==> config.mk <==
export PLATFORM = sky130hd
export DESIGN_NAME = fbsc_total
export DESIGN_NICKNAME = d
export VERILOG_FILES = /design/src/rtl/core/fbsc_pkg.sv /design/src/rtl/core/fbsc_total.sv
export SDC_FILE = /design/constraint.sdc
export NUM_CORES = 1
export LEC_CHECK = 0
export BUFFER_PORTS_ARGS = -buffer_cell sky130_fd_sc_hd__clkbuf_2
export CAP_MARGIN = 10
export CORE_ASPECT_RATIO = 0.75
export CORE_MARGIN = 4
export CORE_UTILIZATION = 25
export CTS_BUF_LIST = sky130_fd_sc_hd__clkbuf_8 sky130_fd_sc_hd__clkbuf_16
export CTS_CLUSTER_DIAMETER = 150
export DETAILED_ROUTE_END_ITERATION = 6
export PLACE_DENSITY = 0.5
export RECOVER_POWER = 100
export SLEW_MARGIN = 20
export SYNTH_ARGS = -nofsm -noshare
export SYNTH_HDL_FRONTEND = slang
export SYNTH_SLANG_ARGS = --single-unit
==> constraint.sdc <==
create_clock -name clk -period 3.05 [get_ports clk]
set_clock_uncertainty 0.1 [all_clocks]
set_input_delay 0.61 -clock clk [delete_from_list [all_inputs] [get_ports clk]]
set_output_delay 0.61 -clock clk [all_outputs]
set_load 0.01 [all_outputs]
==> src/rtl/core/fbsc_pkg.sv <==
// fbsc_pkg: shared types and constants of the frustum box and sphere cull unit
package fbsc_pkg;

    // plane set
    localparam int NUM_PLANES   = 6;
    localparam int PLANE_W      = 64;
    localparam int PLANE_IDX_W  = 3;

    // operand widths
    localparam int COORD_W      = 16;
    localparam int PROD_W       = 2 * COORD_W;
    localparam int FRAC_W       = 14;
    localparam int DIST_W       = PROD_W + 2;
    localparam int COUNT_W      = 8;
    localparam int TOTAL_W      = 32;

    // item operation codes
    localparam logic [1:0] OP_BOX    = 2'd0;
    localparam logic [1:0] OP_SPHERE = 2'd1;
    localparam logic [1:0] OP_CLEAR  = 2'd2;

    // control from the result stage to the running total
    typedef struct packed {
        logic       load;
        logic [1:0] op;
        logic       visible;
    } total_ctl_t;

endpackage

==> src/rtl/core/fbsc_total.sv <==
// fbsc_total: saturating running count of visible instances
module fbsc_total
    import fbsc_pkg::*;
#(
    parameter int CLUSTER_MAX = 128
)
(
    input  logic                 clk,
    input  logic                 rst_n,
    input  total_ctl_t           ctl,
    input  logic [COUNT_W-1:0]   item_count,
    output logic [TOTAL_W-1:0]   total
);

    localparam logic [TOTAL_W-1:0] CNT_LIMIT = TOTAL_W'(CLUSTER_MAX);

    logic [TOTAL_W-1:0] cnt_ext;
    logic [TOTAL_W-1:0] cnt_clamped;
    logic [TOTAL_W:0]   sum_wide;
    logic [TOTAL_W-1:0] total_next;
    logic [TOTAL_W-1:0] total_reg;

    // clamp and saturating add
    assign cnt_ext     = TOTAL_W'(item_count);
    assign cnt_clamped = (cnt_ext > CNT_LIMIT) ? CNT_LIMIT : cnt_ext;
    assign sum_wide    = {1'b0, total_reg} + {1'b0, cnt_clamped};

    always_comb
    begin
        total_next = total_reg;
        unique case (ctl.op)
            OP_SPHERE:
            begin
                if (ctl.visible)
                    total_next = sum_wide[TOTAL_W] ? {TOTAL_W{1'b1}} : sum_wide[TOTAL_W-1:0];
            end
            OP_CLEAR:
                total_next = '0;
            default:
                total_next = total_reg;
        endcase
    end

    // total register
    always_ff @(posedge clk or negedge rst_n)
    begin
        if (!rst_n)
            total_reg <= '0;
        else if (ctl.load)
            total_reg <= total_next;
    end

    assign total = total_reg;

endmodule

==> metrics.md <==
| Metric | Value |
|---|---|
| TritonCTS Sinks | `32` |
| DIE HEIGHT | `90.3 µm` |
| DR iter-0 viols | `about 170` |
| Ratio of final minimum period to clock period | `93.0%` |
| Ant diodes | `0` |
| Hpwl dp | `roughly 5.4 mm` |
| Max Clk Rate | `0.353 GHz` |
| Final setup violation count | `0` |
| Syn Nets | `296` |
| Status | `complete, but fails checks` |
| Worst path arrival time | `2.90 ns` |
| Reg clk slew, reported paths | `0.05 ns` |
| Max clock buf depth | `2` |
| Clock H-tree levels | `2` |
| Worst rel slew slack | `-25.1%` |
| I/O Buffers | `45` |
| Seq/Total Area, Yosys | `a little over a third` |
| Worst setup EP type | `flop` |
| GRT overflow | `0` |
| CTS tree | `done` |
| Root Buffer | `clkbuf_16` |
| Hold crit path type | `reg -> reg` |
| Drt drc | `0` |
| CTS resizes | `0` |
| Reg-to-reg slack, setup | `0.32 ns` |
| First-pass GRT wire length | `roughly 12 mm` |
| ANT nets after route | `0` |
| Area Overhead vs Synth | `22.8%` |
| Fillcell total | `947` |
| Pleak | `~1.3 nW` |
| Failing checks | `max-capacitance violations, max-slew violations` |
| Startpoint types | `input pin` |
| Largest net degree at the start of global routing | `33` |
| Initial Util | `26.1%` |
| Most common cell after layout, fill and taps aside | `clkbuf_1` |
| # hold bufs at CTS | `0` |
| Yosys warnings | `0` |
| Final Hold Fails | `0` |
| Routed WL | `7.42 mm` |
| Routability cong. | `0.833` |
| Crit Path Category | `in -> reg` |
| Avg Inst Size Synth | `just over 8 µm²` |
| Most frequent cells in the layout | `clkbuf_1, nand2_1, dfrtp_1` |
| Die area | `0.0106 mm²` |
| Gr usage total | `14.1%` |
| Max FO, Critical Path | `7` |
| Post-synth EDFFs | `0` |
| Maxcap violations | `1` |
| Rows | `29` |
| Post-synthesis instance total | `273` |
| Antenna violations before repair | `0` |
| Netlist cell types | `55` |
| Tmin final | `between 2 and 3 ns` |
| IO Pins | `46` |
| Worst IR Drop VDD | `about 0.18 mV` |
| Die X | `118 µm` |
| Max Transition Viols Final | `33` |
| Pwr Total | `0.00111 W` |
| Vias | `2350` |
| Final net count | `351` |
| Top FF cell, synth | `dfrtp_1` |
| Setup TNS | `0 ns` |
| Share of cells above drive strength 1 | `11.2%` |
| Vias in the first global route | `2167` |
| 1st-pass router iterations | `4` |
| Largest register FFs | `32` |
| Setup repair bufs after CTS | `0` |
| Mapped Area | `~0.0023 mm²` |
| DR WL/cell | `17.0 µm` |
| CORE AREA | `0.00864 mm²` |
| Number of synthesized register bits | `32` |
| Fin util | `32.1%` |
| Worst skew pair latency | `0.28 ns` |
| Worst path required time | `3.11 ns` |
| Cts bufs inserted | `5` |
| Worst-margin pin slew | `1.88 ns` |
| Unrepaired setup endpoints after global routing | `false` |
| Vias per Instance | `5.38` |
| Power per standard cell area | `400 mW/mm²` |
| Async SR Flop Fraction | `100%` |
## cells by family after synthesis
kind of cell / synth area share [%]
buffers and inverters: 3.94
and+or+nand+nor: 25.8
AOI/OAI and AO/OA: 26.7
adders and majority gates: 5.32
muxes: 0.887
DFF: 35.5
xor gates and xnor gates: 1.94
## where the power goes
| part | switching [W] | total (W) | internal, W | leakage [nW] |
|---|---|---|---|---|
| Sequential | 0.0000127 | 0.000451 | 0.000438 | 0.444 |
| Clock | 0.000180 | 0.000498 | 0.000319 | 0.0795 |
| Combinational | 0.0000997 | 0.000160 | 0.0000604 | 0.752 |
## synthesized netlist by cell type (2+ instances only)
cell / count / area (µm²)
o2111a_1: 2 / 22.5
mux2i_1: 2 / 20.0
o21ai_0: 22 / 110
dfrtp_1: 32 / 801
nor3_1: 5 / 25.0
xor2_1: 2 / 17.5
o211ai_1: 2 / 15.0
nor2_1: 15 / 56.3
clkbuf_1: 9 / 33.8
o2111ai_1: 2 / 17.5
nor2b_1: 8 / 50.1
a2bb2oi_1: 2 / 17.5
nand2_1: 37 / 139
inv_1: 8 / 30.0
a21oi_1: 17 / 85.1
a21o_1: 7 / 52.6
and2_1: 4 / 25.0
a2111oi_0: 2 / 17.5
clkbuf_2: 2 / 10.0
o22ai_1: 2 / 12.5
buf_2: 3 / 15.0
a41oi_1: 2 / 17.5
and3_1: 9 / 56.3
xnor2_1: 3 / 26.3
nand4_1: 9 / 56.3
a211o_1: 2 / 17.5
or3_1: 2 / 12.5
nand3_1: 16 / 80.1
nor4_1: 2 / 12.5
ha_1: 8 / 100
o31a_1: 2 / 17.5
a31oi_1: 7 / 43.8
o311ai_0: 4 / 35.0
## per-layer routing
metal	global-route usage (%)	routed length, µm	up-vias
met4	2.63	46	0
met2	18.3	2900	64
li1	-	-	1139
met3	2.88	417	4
met1	23.2	4050	1143
met5	0	0	-
## area by class of cell
cell class	count	area [µm²]	share of cell area [%]
inverter	8	30.0	1.08
timing repair buffer	62	293	10.6
multi-input combinational	219	1370	49.3
clock buffer	6	139	5.01
clock inverter	2	7.51	0.271
tap	108	135	4.87
sequential	32	801	28.9
## through the flow
stage	worst slack (ns)	hold WS, ns	instances	area (µm²)
floorplan	0.110	0.214	273	2260
finish	0.215	0.415	437	2770
CTS	0.272	0.384	437	2840
global route	0.0463	0.451	437	2770
detailed placement	0.00106	0.405	429	2690
global placement	0.0401	0.401	429	2690
## worst paths after layout
kind                                      startpoint                     to  depth (start not counted)
worst min-delay path            total[6]$_DFFE_PN0P_   total[6]$_DFFE_PN0P_                          2
worst max-delay path                   item_count[7]  total[20]$_DFFE_PN0P_                         11
worst min register to register  total[6]$_DFFE_PN0P_   total[6]$_DFFE_PN0P_                          2
max in group asynchronous                      rst_n   total[0]$_DFFE_PN0P_                          1
min in group asynchronous                      rst_n  total[10]$_DFFE_PN0P_                          1
worst max register to register  total[0]$_DFFE_PN0P_  total[27]$_DFFE_PN0P_                         10
## worst max-delay path, stage by stage
cell      delay (ns)
clkbuf_2        0.11
clkbuf_1        0.14
nor2b_1         0.07
ha_1            0.39
o21a_1          0.14
nor2_1          0.06
a211oi_1        0.49
clkbuf_1        0.35
nand2_1         0.11
o31a_1          0.25
o22a_1          0.19
Power figures use the tool's default switching activity.
